--- src/design/wsd_pkg.sv ---
package wsd_pkg;

  localparam int unsigned ByteW   = 8;
  localparam int unsigned OpcodeW = 4;
  localparam int unsigned KeyW    = 32;
  localparam int unsigned HdrCntW = 3;

  localparam logic [6:0] LenCodeExt16 = 7'd126;
  localparam logic [6:0] LenCodeExt64 = 7'd127;

  localparam logic [HdrCntW-1:0] Ext16LastCnt = 3'd1;
  localparam logic [HdrCntW-1:0] Ext64LastCnt = 3'd7;
  localparam logic [HdrCntW-1:0] MaskLastCnt  = 3'd3;

  typedef enum logic [6:0] {
    PhHdr0    = 7'b0000001,
    PhHdr1    = 7'b0000010,
    PhExt16   = 7'b0000100,
    PhExt64   = 7'b0001000,
    PhMask    = 7'b0010000,
    PhPayload = 7'b0100000,
    PhDone    = 7'b1000000
  } phase_e;

  typedef struct packed {
    logic [ByteW-1:0]   out_byte;
    logic               byte_valid;
    logic [OpcodeW-1:0] frame_opcode;
    logic               message_end;
    logic               truncated;
  } res_t;

endpackage

--- src/design/wsd_if.sv ---
interface wsd_in_if;
  import wsd_pkg::*;

  logic             valid;
  logic             ready;
  logic [ByteW-1:0] in_byte;
  logic             buffer_end;

  modport source (output valid, output in_byte, output buffer_end, input ready);
  modport sink   (input valid, input in_byte, input buffer_end, output ready);
endinterface

interface wsd_out_if;
  import wsd_pkg::*;

  logic               valid;
  logic               ready;
  logic [ByteW-1:0]   out_byte;
  logic               byte_valid;
  logic [OpcodeW-1:0] frame_opcode;
  logic               message_end;
  logic               truncated;

  modport source (output valid, output out_byte, output byte_valid, output frame_opcode,
                  output message_end, output truncated, input ready);
  modport sink   (input valid, input out_byte, input byte_valid, input frame_opcode,
                  input message_end, input truncated, output ready);
endinterface

--- src/design/websocket_frame_deframer_unmask.sv ---
// Channel | Dir | Payload                                                  | Transaction
// in_i    | in  | in_byte, buffer_end                                      | valid && ready
// out_o   | out | out_byte, byte_valid, frame_opcode, message_end, truncated | valid && ready
//
// One byte is taken per cycle while in_i is ready; the header parser and unmask XOR sit in one stage
// between the parser state registers and the result registers.
// A result is registered into the head entry, or into the skid entry while the head is held, before it shows on out_o.
// A two-entry result buffer decouples the sides; in_i stalls only when both entries are full.
// Reset is asynchronous and returns the parser to the first header byte with no results held.
module websocket_frame_deframer_unmask #(
  parameter int unsigned LEN_WIDTH = 64
) (
  input  logic             clk_i,
  input  logic             rst_ni,
  wsd_in_if.sink           in_i,
  wsd_out_if.source        out_o
);
  import wsd_pkg::*;

  phase_e                 phase_q, phase_d;
  logic [HdrCntW-1:0]     cnt_q, cnt_d;
  logic [OpcodeW-1:0]     opcode_q, opcode_d;
  logic                   masked_q, masked_d;
  logic [LEN_WIDTH-1:0]   rem_q, rem_d;
  logic                   ovf_q, ovf_d;
  logic [KeyW-1:0]        key_q, key_d;
  logic [1:0]             idx_q, idx_d;

  logic [LEN_WIDTH-1:0]   ext_len;
  logic                   ext_ovf;
  logic                   len_done;
  logic [ByteW-1:0]       key_byte;
  logic                   emit;
  res_t                   res;

  res_t                   head_q, head_d, skid_q, skid_d;
  logic                   head_v_q, head_v_d, skid_v_q, skid_v_d;
  logic                   in_acc, push, pop;

  assign in_i.ready = !skid_v_q;
  assign in_acc     = in_i.valid && in_i.ready;
  assign pop        = head_v_q && out_o.ready;
  assign push       = in_acc && emit;

  always_comb begin
    case (idx_q)
      2'd0:    key_byte = key_q[31:24];
      2'd1:    key_byte = key_q[23:16];
      2'd2:    key_byte = key_q[15:8];
      default: key_byte = key_q[7:0];
    endcase
  end

  always_comb begin
    phase_d  = phase_q;
    cnt_d    = cnt_q;
    opcode_d = opcode_q;
    masked_d = masked_q;
    rem_d    = rem_q;
    ovf_d    = ovf_q;
    key_d    = key_q;
    idx_d    = idx_q;
    len_done = 1'b0;
    emit     = 1'b0;
    res      = '0;
    ext_len  = {rem_q[LEN_WIDTH-9:0], in_i.in_byte};
    ext_ovf  = ovf_q | (|rem_q[LEN_WIDTH-1:LEN_WIDTH-8]);

    unique case (phase_q) inside
      PhHdr0: begin
        opcode_d = in_i.in_byte[OpcodeW-1:0];
        masked_d = 1'b0;
        rem_d    = '0;
        ovf_d    = 1'b0;
        key_d    = '0;
        idx_d    = '0;
        cnt_d    = '0;
        phase_d  = PhHdr1;
      end
      PhHdr1: begin
        masked_d = in_i.in_byte[7];
        cnt_d    = '0;
        ovf_d    = 1'b0;
        rem_d    = '0;
        if (in_i.in_byte[6:0] == LenCodeExt16) begin
          phase_d = PhExt16;
        end else if (in_i.in_byte[6:0] == LenCodeExt64) begin
          phase_d = PhExt64;
        end else begin
          rem_d    = {{(LEN_WIDTH-7){1'b0}}, in_i.in_byte[6:0]};
          len_done = 1'b1;
        end
      end
      PhExt16, PhExt64: begin
        rem_d = ext_len;
        ovf_d = ext_ovf;
        cnt_d = cnt_q + 3'd1;
        if (cnt_q == ((phase_q == PhExt16) ? Ext16LastCnt : Ext64LastCnt)) begin
          len_done = 1'b1;
        end
      end
      PhMask: begin
        key_d = {key_q[KeyW-9:0], in_i.in_byte};
        cnt_d = cnt_q + 3'd1;
        if (cnt_q == MaskLastCnt) begin
          cnt_d = '0;
          if (rem_q == '0) begin
            phase_d         = PhDone;
            emit            = 1'b1;
            res.message_end = 1'b1;
          end else begin
            phase_d = PhPayload;
          end
        end
      end
      PhPayload: begin
        res.out_byte   = in_i.in_byte ^ (masked_q ? key_byte : '0);
        res.byte_valid = 1'b1;
        emit           = 1'b1;
        idx_d          = idx_q + 2'd1;
        if (rem_q != '0) begin
          rem_d = rem_q - {{(LEN_WIDTH-1){1'b0}}, 1'b1};
        end
        if (rem_d == '0) begin
          res.message_end = 1'b1;
          phase_d         = PhDone;
        end
      end
      PhDone: begin
        phase_d = PhDone;
      end
      default: begin
        phase_d = PhDone;
      end
    endcase

    if (len_done) begin
      if (ovf_d) begin
        rem_d = '1;
      end
      ovf_d = 1'b0;
      cnt_d = '0;
      if (masked_d) begin
        phase_d = PhMask;
      end else if (rem_d == '0) begin
        phase_d         = PhDone;
        emit            = 1'b1;
        res.message_end = 1'b1;
      end else begin
        phase_d = PhPayload;
      end
    end

    if (in_i.buffer_end) begin
      if (phase_d != PhDone) begin
        emit            = 1'b1;
        res.truncated   = 1'b1;
        res.message_end = 1'b0;
      end
      phase_d = PhHdr0;
    end

    res.frame_opcode = opcode_d;
  end

  always_comb begin
    head_d   = head_q;
    head_v_d = head_v_q;
    skid_d   = skid_q;
    skid_v_d = skid_v_q;
    if (!head_v_q || pop) begin
      if (skid_v_q) begin
        head_d   = skid_q;
        head_v_d = 1'b1;
        skid_v_d = 1'b0;
      end else begin
        head_d   = res;
        head_v_d = push;
      end
    end else if (push) begin
      skid_d   = res;
      skid_v_d = 1'b1;
    end
  end

  always_ff @(posedge clk_i or negedge rst_ni) begin
    if (!rst_ni) begin
      phase_q  <= PhHdr0;
      cnt_q    <= '0;
      opcode_q <= '0;
      masked_q <= 1'b0;
      rem_q    <= '0;
      ovf_q    <= 1'b0;
      key_q    <= '0;
      idx_q    <= '0;
      head_v_q <= 1'b0;
      skid_v_q <= 1'b0;
    end else begin
      if (in_acc) begin
        phase_q  <= phase_d;
        cnt_q    <= cnt_d;
        opcode_q <= opcode_d;
        masked_q <= masked_d;
        rem_q    <= rem_d;
        ovf_q    <= ovf_d;
        key_q    <= key_d;
        idx_q    <= idx_d;
      end
      head_v_q <= head_v_d;
      skid_v_q <= skid_v_d;
    end
  end

  always_ff @(posedge clk_i) begin
    head_q <= head_d;
    skid_q <= skid_d;
  end

  assign out_o.valid        = head_v_q;
  assign out_o.out_byte     = head_q.out_byte;
  assign out_o.byte_valid   = head_q.byte_valid;
  assign out_o.frame_opcode = head_q.frame_opcode;
  assign out_o.message_end  = head_q.message_end;
  assign out_o.truncated    = head_q.truncated;

endmodule

--- src/flat_wrapper.sv ---
// flat-port wrapper written by rule: the top's interface ports become plain ports
module websocket_frame_deframer_unmask_flat import wsd_pkg::*;
#(
  parameter int unsigned LEN_WIDTH = 64
)
  (clk_i, rst_ni, in_i_valid, in_i_in_byte, in_i_buffer_end, in_i_ready, out_o_valid, out_o_out_byte, out_o_byte_valid, out_o_frame_opcode, out_o_message_end, out_o_truncated, out_o_ready);
  wsd_in_if in_i_i ();
  wsd_out_if out_o_i ();
  input  logic clk_i;
  input  logic rst_ni;
  input wire logic [$bits(in_i_i.valid)-1:0] in_i_valid;
  input wire logic [$bits(in_i_i.in_byte)-1:0] in_i_in_byte;
  input wire logic [$bits(in_i_i.buffer_end)-1:0] in_i_buffer_end;
  output wire logic [$bits(in_i_i.ready)-1:0] in_i_ready;
  output wire logic [$bits(out_o_i.valid)-1:0] out_o_valid;
  output wire logic [$bits(out_o_i.out_byte)-1:0] out_o_out_byte;
  output wire logic [$bits(out_o_i.byte_valid)-1:0] out_o_byte_valid;
  output wire logic [$bits(out_o_i.frame_opcode)-1:0] out_o_frame_opcode;
  output wire logic [$bits(out_o_i.message_end)-1:0] out_o_message_end;
  output wire logic [$bits(out_o_i.truncated)-1:0] out_o_truncated;
  input wire logic [$bits(out_o_i.ready)-1:0] out_o_ready;
  assign in_i_i.valid = in_i_valid;
  assign in_i_i.in_byte = in_i_in_byte;
  assign in_i_i.buffer_end = in_i_buffer_end;
  assign in_i_ready = in_i_i.ready;
  assign out_o_valid = out_o_i.valid;
  assign out_o_out_byte = out_o_i.out_byte;
  assign out_o_byte_valid = out_o_i.byte_valid;
  assign out_o_frame_opcode = out_o_i.frame_opcode;
  assign out_o_message_end = out_o_i.message_end;
  assign out_o_truncated = out_o_i.truncated;
  assign out_o_i.ready = out_o_ready;
  websocket_frame_deframer_unmask #(.LEN_WIDTH(LEN_WIDTH)) u_core (.clk_i(clk_i), .rst_ni(rst_ni), .in_i(in_i_i), .out_o(out_o_i));
endmodule
--- config.mk ---
export PLATFORM = sky130hd
export DESIGN_NAME = websocket_frame_deframer_unmask_flat
export DESIGN_NICKNAME = d
export VERILOG_FILES = /design/src/design/wsd_pkg.sv /design/src/design/wsd_if.sv /design/src/design/websocket_frame_deframer_unmask.sv /design/src/flat_wrapper.sv
export SDC_FILE = /design/constraint.sdc
export NUM_CORES = 1
export LEC_CHECK = 0
export ABC_AREA = 1
export BUFFER_PORTS_ARGS = -buffer_cell sky130_fd_sc_hd__buf_2
export CAP_MARGIN = 20
export CELL_PAD_IN_SITES_DETAIL_PLACEMENT = 1
export CELL_PAD_IN_SITES_GLOBAL_PLACEMENT = 1
export CORE_MARGIN = 4
export CORE_UTILIZATION = 46
export CTS_CLUSTER_SIZE = 28
export DETAILED_ROUTE_END_ITERATION = 7
export GPL_TIMING_DRIVEN = 0
export PLACE_DENSITY = 0.82
export SETUP_SLACK_MARGIN = 0.1
export SYNTH_ARGS = -nofsm -noshare
export SYNTH_HDL_FRONTEND = slang
export SYNTH_SLANG_ARGS = --single-unit
--- constraint.sdc ---
create_clock -name clk_i -period 4 [get_ports clk_i]
set_input_delay 1 -clock clk_i [delete_from_list [all_inputs] [get_ports clk_i]]
set_output_delay 1 -clock clk_i [all_outputs]
set_load 0.01 [all_outputs]
# After elaboration in Yosys (flattened, before gate mapping)
# Cells that the tools add are included.
# Widths: inputs -> output; s select.
# word_totals
register_bits	146
input_bits	13
out_inout_bits	17
# classes
addsub	3
n_eq_ne	13
muxes	54
bitwise_logic	3
n_reduce_logical	22
# ops
operator	count
$mux 64	6
$pmux 64 s4	1
$logic_not 64->1	3
$mux 7	10
$pmux 32 s2	1
$reduce_bool 64->1	1
$sub 64x1->64 const B	1
$pmux 7 s5	1
$pmux 8 s3	1
$mux 1	18
$mux 15	1
$eq 7x7->1 const B	2
$pmux 1 s2	5
$mux 3	3
$mux 9	1
$pmux 3 s3	1
$mux 8	1
$reduce_and 2->1	4
$reduce_or 8->1	1
$xor 8x8->8	1
$eq 7x1->1 const B	1
$eq 7x2->1 const B	1
$eq 7x3->1 const B	1
$eq 7x4->1 const B	1
other kinds (21)	28

# Logic depth before layout (Yosys ltp)
# logic_depth
ltp_word	16
depth_mapped	22

# Worst setup path after synthesis
# No wires, ideal clock.
# synth_path
path_type	input to register
from	input port in_i_in_byte[6]
to	register u_core.skid_q[0] (netlist name) (enable)
t_arrival_ns	2.865
t_required_ns	3.641
path_slack_ns	0.777
path_stages	18
n_path_buf	0
cell_sequence	inv_1 nor3_1 nand2_1 nand3_1 nand2_1 nand2_1 o21ai_0 inv_1 nand3_1 nor2_1 nand2_1 nor2_1 nand2_1 nor2_2 nand3_2 o211ai_2 nand3_2 inv_1
# synth_between
elab_chain_len	15
elab_cells_between_ends	25
classes_between	eq/ne: 3; mux: 19; reduce/logical: 3
# synth_lines
element	line	source
start, declared	flat_wrapper.sv:12	input wire logic [$bits(in_i_i.in_byte)-1:0] in_i_in_byte;
$eq 7x7->1	websocket_frame_deframer_unmask.sv:87	end else if (in_i.in_byte[6:0] == LenCodeExt64) begin
$mux 7	websocket_frame_deframer_unmask.sv:87	
$mux 64	websocket_frame_deframer_unmask.sv:85	if (in_i.in_byte[6:0] == LenCodeExt16) begin
$pmux 64 s4	websocket_frame_deframer_unmask.sv:69	unique case (phase_q) inside
$mux 64	websocket_frame_deframer_unmask.sv:138	if (ovf_d) begin
$mux 64	websocket_frame_deframer_unmask.sv:137	if (len_done) begin
$logic_not 64->1	websocket_frame_deframer_unmask.sv:145	end else if (rem_d == '0) begin
$mux 7	websocket_frame_deframer_unmask.sv:145	
$mux 7	websocket_frame_deframer_unmask.sv:143	if (masked_d) begin
$mux 7	websocket_frame_deframer_unmask.sv:137	
$ne 7x7->1	websocket_frame_deframer_unmask.sv:155	if (phase_d != PhDone) begin
$mux 1	websocket_frame_deframer_unmask.sv:155	
$mux 1 *	websocket_frame_deframer_unmask.sv:154	if (in_i.buffer_end) begin
$logic_and 1x1->1 *	websocket_frame_deframer_unmask.sv:43	assign push = in_acc && emit;
$reduce_and 2->1 (no line) *	-	
end signal, assigned	websocket_frame_deframer_unmask.sv:216	skid_q <= skid_d;
end, declared	websocket_frame_deframer_unmask.sv:36	res_t head_q, head_d, skid_q, skid_d;
# Every way passes the cells marked *; elsewhere a longest branch is shown, timed or not. The select of a mux whose other input is x is not followed.
# A chain may end at the register's enable or synchronous reset.

# Final worst setup path
# layout_path
from	register u_core.phase_q[2]
to	register u_core.skid_q[0] (netlist name) (enable)
# layout_between
elab_chain_len	14
elab_cells_between_ends	35
classes_between	eq/ne: 8; mux: 22; reduce/logical: 5
# layout_lines
element	line	source
start, declared	websocket_frame_deframer_unmask.sv:20	phase_e phase_q, phase_d;
start signal, assigned	websocket_frame_deframer_unmask.sv:188	phase_q <= PhHdr0;
start signal, assigned	websocket_frame_deframer_unmask.sv:200	phase_q <= phase_d;
$eq 7x4->1 (no line), or another cell as far along	-	
$reduce_or 2->1 (on tied branches)	-	
$pmux 64 s4 / $pmux 1 s2 (equally long branches)	websocket_frame_deframer_unmask.sv:69	
$mux 64	websocket_frame_deframer_unmask.sv:138	
$mux 64	websocket_frame_deframer_unmask.sv:137	
$logic_not 64->1	websocket_frame_deframer_unmask.sv:145	
$mux 7	websocket_frame_deframer_unmask.sv:145	
$mux 7	websocket_frame_deframer_unmask.sv:143	
$mux 7	websocket_frame_deframer_unmask.sv:137	
$ne 7x7->1	websocket_frame_deframer_unmask.sv:155	
$mux 1	websocket_frame_deframer_unmask.sv:155	
$mux 1 *	websocket_frame_deframer_unmask.sv:154	
$logic_and 1x1->1 *	websocket_frame_deframer_unmask.sv:43	
$reduce_and 2->1 (no line) *	-	
# Marked as above.

==> results.py <==
metrics = {
    "detailed_routing": {
        "first_pass_iters": 6,
        "ant_nets": 0,
        "drt-vias-per-instance": 6.52,
        "num_vias": 13600,
        "drtIter0Drc": 2015,
        "wire_per_inst_um": 27.8,
        "drc": 0,
        "wirelength_um": 58200,
    },
    "yosys": {
        "synth_seq_area_share": 0.345,
        "syn_area_um2": 11000,
        "syn_area_per_cell_um2": 6.47,
        "synth_edf_count": 30,
        "syn-num-nets": 1725,
        "synth-main-ff-cell": "dfrtp_1",
        "synth.lib_cells_used.distinct": 45,
        "async_reset_ff_frac": 0.795,
        "ys_warn_count": 0,
        "ys_ff_latch": 146,
        "syn_inst": 1704,
    },
    "clock_network": {
        "numCtsBuffers": 17,
        "clk_path_buf_depth": 2,
        "ctsHoldBuffers": 0,
        "cts_htree_levels": 4,
        "cts_sinks": 146,
        "cts_root_buffer": "clkbuf_16",
        "clk_pin_slew_worst_paths_ns": 0.07,
        "insertion_delay_ns": 0.45,
        "cts_tree": "yes",
    },
    "sta": {
        "rsz0062_at_grt": "false",
        "max_freq_ghz": 0.256,
        "maxSlewViolCount": 0,
        "fin_skew_ns": 0.0117,
        "max_slew_margin": 0.312,
        "setup_violations": 0,
        "tightest_slew_ns": 1.03,
        "setup_ws_ns": 0.0879,
        "hold_viol_final": 0,
        "fin_crit_ns": 3.91,
        "post-route-period-util": 0.978,
    },
    "global_route": {
        "grt_pass1_wl_um": 85500,
        "antenna_found_initial": 1,
        "grt_use_total": 0.435,
        "gr-total-overflow": 0,
        "grt_pass1_vias": 13800,
        "grt_max_degree": 66,
    },
    "power_and_ir_drop": {
        "powerDensity_nw_per_um2": 456,
        "peakVddDrop_mv": 0.291,
        "p_leak_nw": 5.66,
        "power.total_mw": 5.72,
    },
    "setup_path": {
        "crit_family": "simple AND/OR/NAND/NOR gates",
        "crit_chain": "nor2_1 > nand2_1 > nor2_4 > buf_2 > buf_1 > nand3_1 > nand4_1 > nor2_1 > nand2_1 > nor2_1 > nand2_1 > nor2_4 > nand3_4 > o211ai_2 > nand3_2 > clkinvlp_4 > buf_12",
        "critPathBufInv": 4,
        "slowest_stage": "buf_1",
        "path_class": "register to register",
        "worstPathArrival_ns": 4.13,
        "required_ns": 4.21,
        "slowest_delay_ns": 0.73,
        "cp-end-kind": "register",
        "path_max_fanout": 10,
        "rr_worst_depth": 17,
        "start_kind": "register",
        "worst-path-stages": 17,
    },
    "placement": {
        "place_area_um2": 11600,
        "globalplace.congestion": 1.03,
        "place_hpwl_um": 43200,
        "io_buffers": 29,
        "preCtsSetupSlack_ns": -1.00,
    },
    "outcome": {
        "outcome": "completed",
    },
    "die": {
        "die_w_um": 163,
        "initial_utilization": 0.468,
        "die-area_um2": 26500,
        "core_um2": 23500,
        "num_rows": 56,
        "io_pins": 30,
        "die_y_um": 163,
    },
    "hold_path": {
        "hp-class": "input pin to async pin",
    },
    "final_layout": {
        "multi_input_comb_area_um2": 6090,
        "fillCellCount": 3192,
        "finalInstanceArea_um2": 12500,
        "drive_above_1_share": 0.105,
        "fin_nets": 1780,
        "register_area_um2": 3810,
        "diodes": 0,
        "syn2layout_area_growth_pct": 13.7,
    },
    "run": {
        "drv_cap": 0,
    },
}
metal layers:
metal | part of all wire | vias up | global-route usage
li1 | - | 5757 | -
met1 | 0.38 | 6565 | 0.563
met2 | 0.43 | 1025 | 0.655
met3 | 0.12 | 285 | 0.119
met4 | 0.067 | 2 | 0.250
met5 | 0.00022 | - | 0
per-stage QoR:
step                      setup TNS (ns)  utilization  std cells  hold slack (ns)
after global routing                   0        0.532       2091            0.537
after floorplan                        0            -       1704            0.453
after detailed placement          -17.44        0.493       2053            0.498
final                                  0        0.532       2091            0.493
after global placement            -14.87        0.492       2052            0.467
after CTS                              0        0.522       2089            0.511
what timing repair did:
item | CTS | global route
gates resized for setup | 20 | 71
endpoints found under the setup margin | 23 | 16
setup buffers | 4 | 2
pin swaps | 2 | 3
cell usage in the layout (no fill, tap or decap), types with 4 or more instances in the layout:
master / synthesis / routed
nand3b_1: 5 / 5
inv_6: 0 / 5
buf_6: 11 / 15
nand3_2: 4 / 8
xor2_1: 13 / 13
buf_1: 5 / 4
clkbuf_16: 0 / 17
o21ai_1: 5 / 5
nand4_1: 65 / 65
a31oi_1: 7 / 7
nor4_1: 5 / 5
nor2_2: 5 / 25
o22ai_1: 73 / 73
buf_2: 22 / 40
o21bai_1: 4 / 4
clkinvlp_4: 0 / 4
buf_4: 4 / 9
inv_1: 257 / 252
nor2_1: 249 / 216
o32ai_1: 5 / 5
edfxtp_1: 30 / 30
nor3_1: 8 / 7
nand2_1: 395 / 388
clkbuf_4: 0 / 5
a41oi_1: 4 / 4
nand2_2: 2 / 9
inv_2: 5 / 8
dfrtp_1: 115 / 113
clkbuf_1: 24 / 24
a21oi_1: 22 / 22
ha_1: 8 / 7
nor2_4: 3 / 16
o21ai_0: 110 / 110
nand3_1: 209 / 203
a32oi_1: 14 / 14
layout make-up:
cell class | count | area share
clock buffers | 17 | 0.0339
flip-flops and latches | 146 | 0.304
repair buffers | 36 | 0.0199
clock inverters | 15 | 0.0115
multi-input cells | 1228 | 0.486
inverters | 264 | 0.0797
well taps | 319 | 0.0318
plain buffers | 66 | 0.0333
Yosys cell counts (14+ instances only):
master / n / area share
nand2_1: 395 / 0.13
inv_1: 257 / 0.087
nor2_1: 249 / 0.085
nand3_1: 209 / 0.095
dfrtp_1: 115 / 0.26
o21ai_0: 110 / 0.050
o22ai_1: 73 / 0.041
nand4_1: 65 / 0.037
edfxtp_1: 30 / 0.082
clkbuf_1: 24 / 0.0082
a21oi_1: 22 / 0.010
buf_2: 22 / 0.010
a32oi_1: 14 / 0.011
registers in the layout (all words and copies together), names as in the netlist, 2 cells and up:
name / cells
u_core.opcode_q: 4
u_core.out_o.frame_opcode: 4
u_core.phase_q: 7
u_core.idx_q: 2
u_core.out_o.out_byte: 8
u_core.skid_q: 15
u_core.rem_q: 64
u_core.cnt_q: 3
u_core.key_q: 32
where the power goes:
part | switching, mW | leakage, nW | internal (mW)
registers | 0.312 | 1.79 | 1.74
logic | 1.45 | 3.60 | 0.594
clock network | 0.807 | 0.272 | 0.823
cells by family (layout without fill, tap and decap cells):
family	after synthesis	in the layout	share of synthesized area
simple gates	955	955	0.376
buf+inv	330	398	0.124
compound gates	252	252	0.136
flops	146	146	0.345
xor+xnor	13	13	0.0103
fa+ha+maj	8	8	0.00908
final timing paths:
kind	from	to	slack, ns
setup / recovery	u_core.phase_q[2]$_DFFE_PN0P_	u_core.skid_q[0]$_DFFE_PP_	0.09
hold / removal	rst_ni	u_core.rem_q[45]$_DFFE_PN0P_	0.49
setup reg to reg	u_core.phase_q[2]$_DFFE_PN0P_	u_core.skid_q[0]$_DFFE_PP_	0.09
hold reg to reg	u_core.phase_q[0]$_DFFE_PN1P_	u_core.phase_q[0]$_DFFE_PN1P_	0.52
max in group asynchronous	rst_ni	u_core.phase_q[0]$_DFFE_PN1P_	2.71
min in group clk_i	u_core.phase_q[0]$_DFFE_PN1P_	u_core.phase_q[0]$_DFFE_PN1P_	0.52
(Power assumes the default switching activity.)
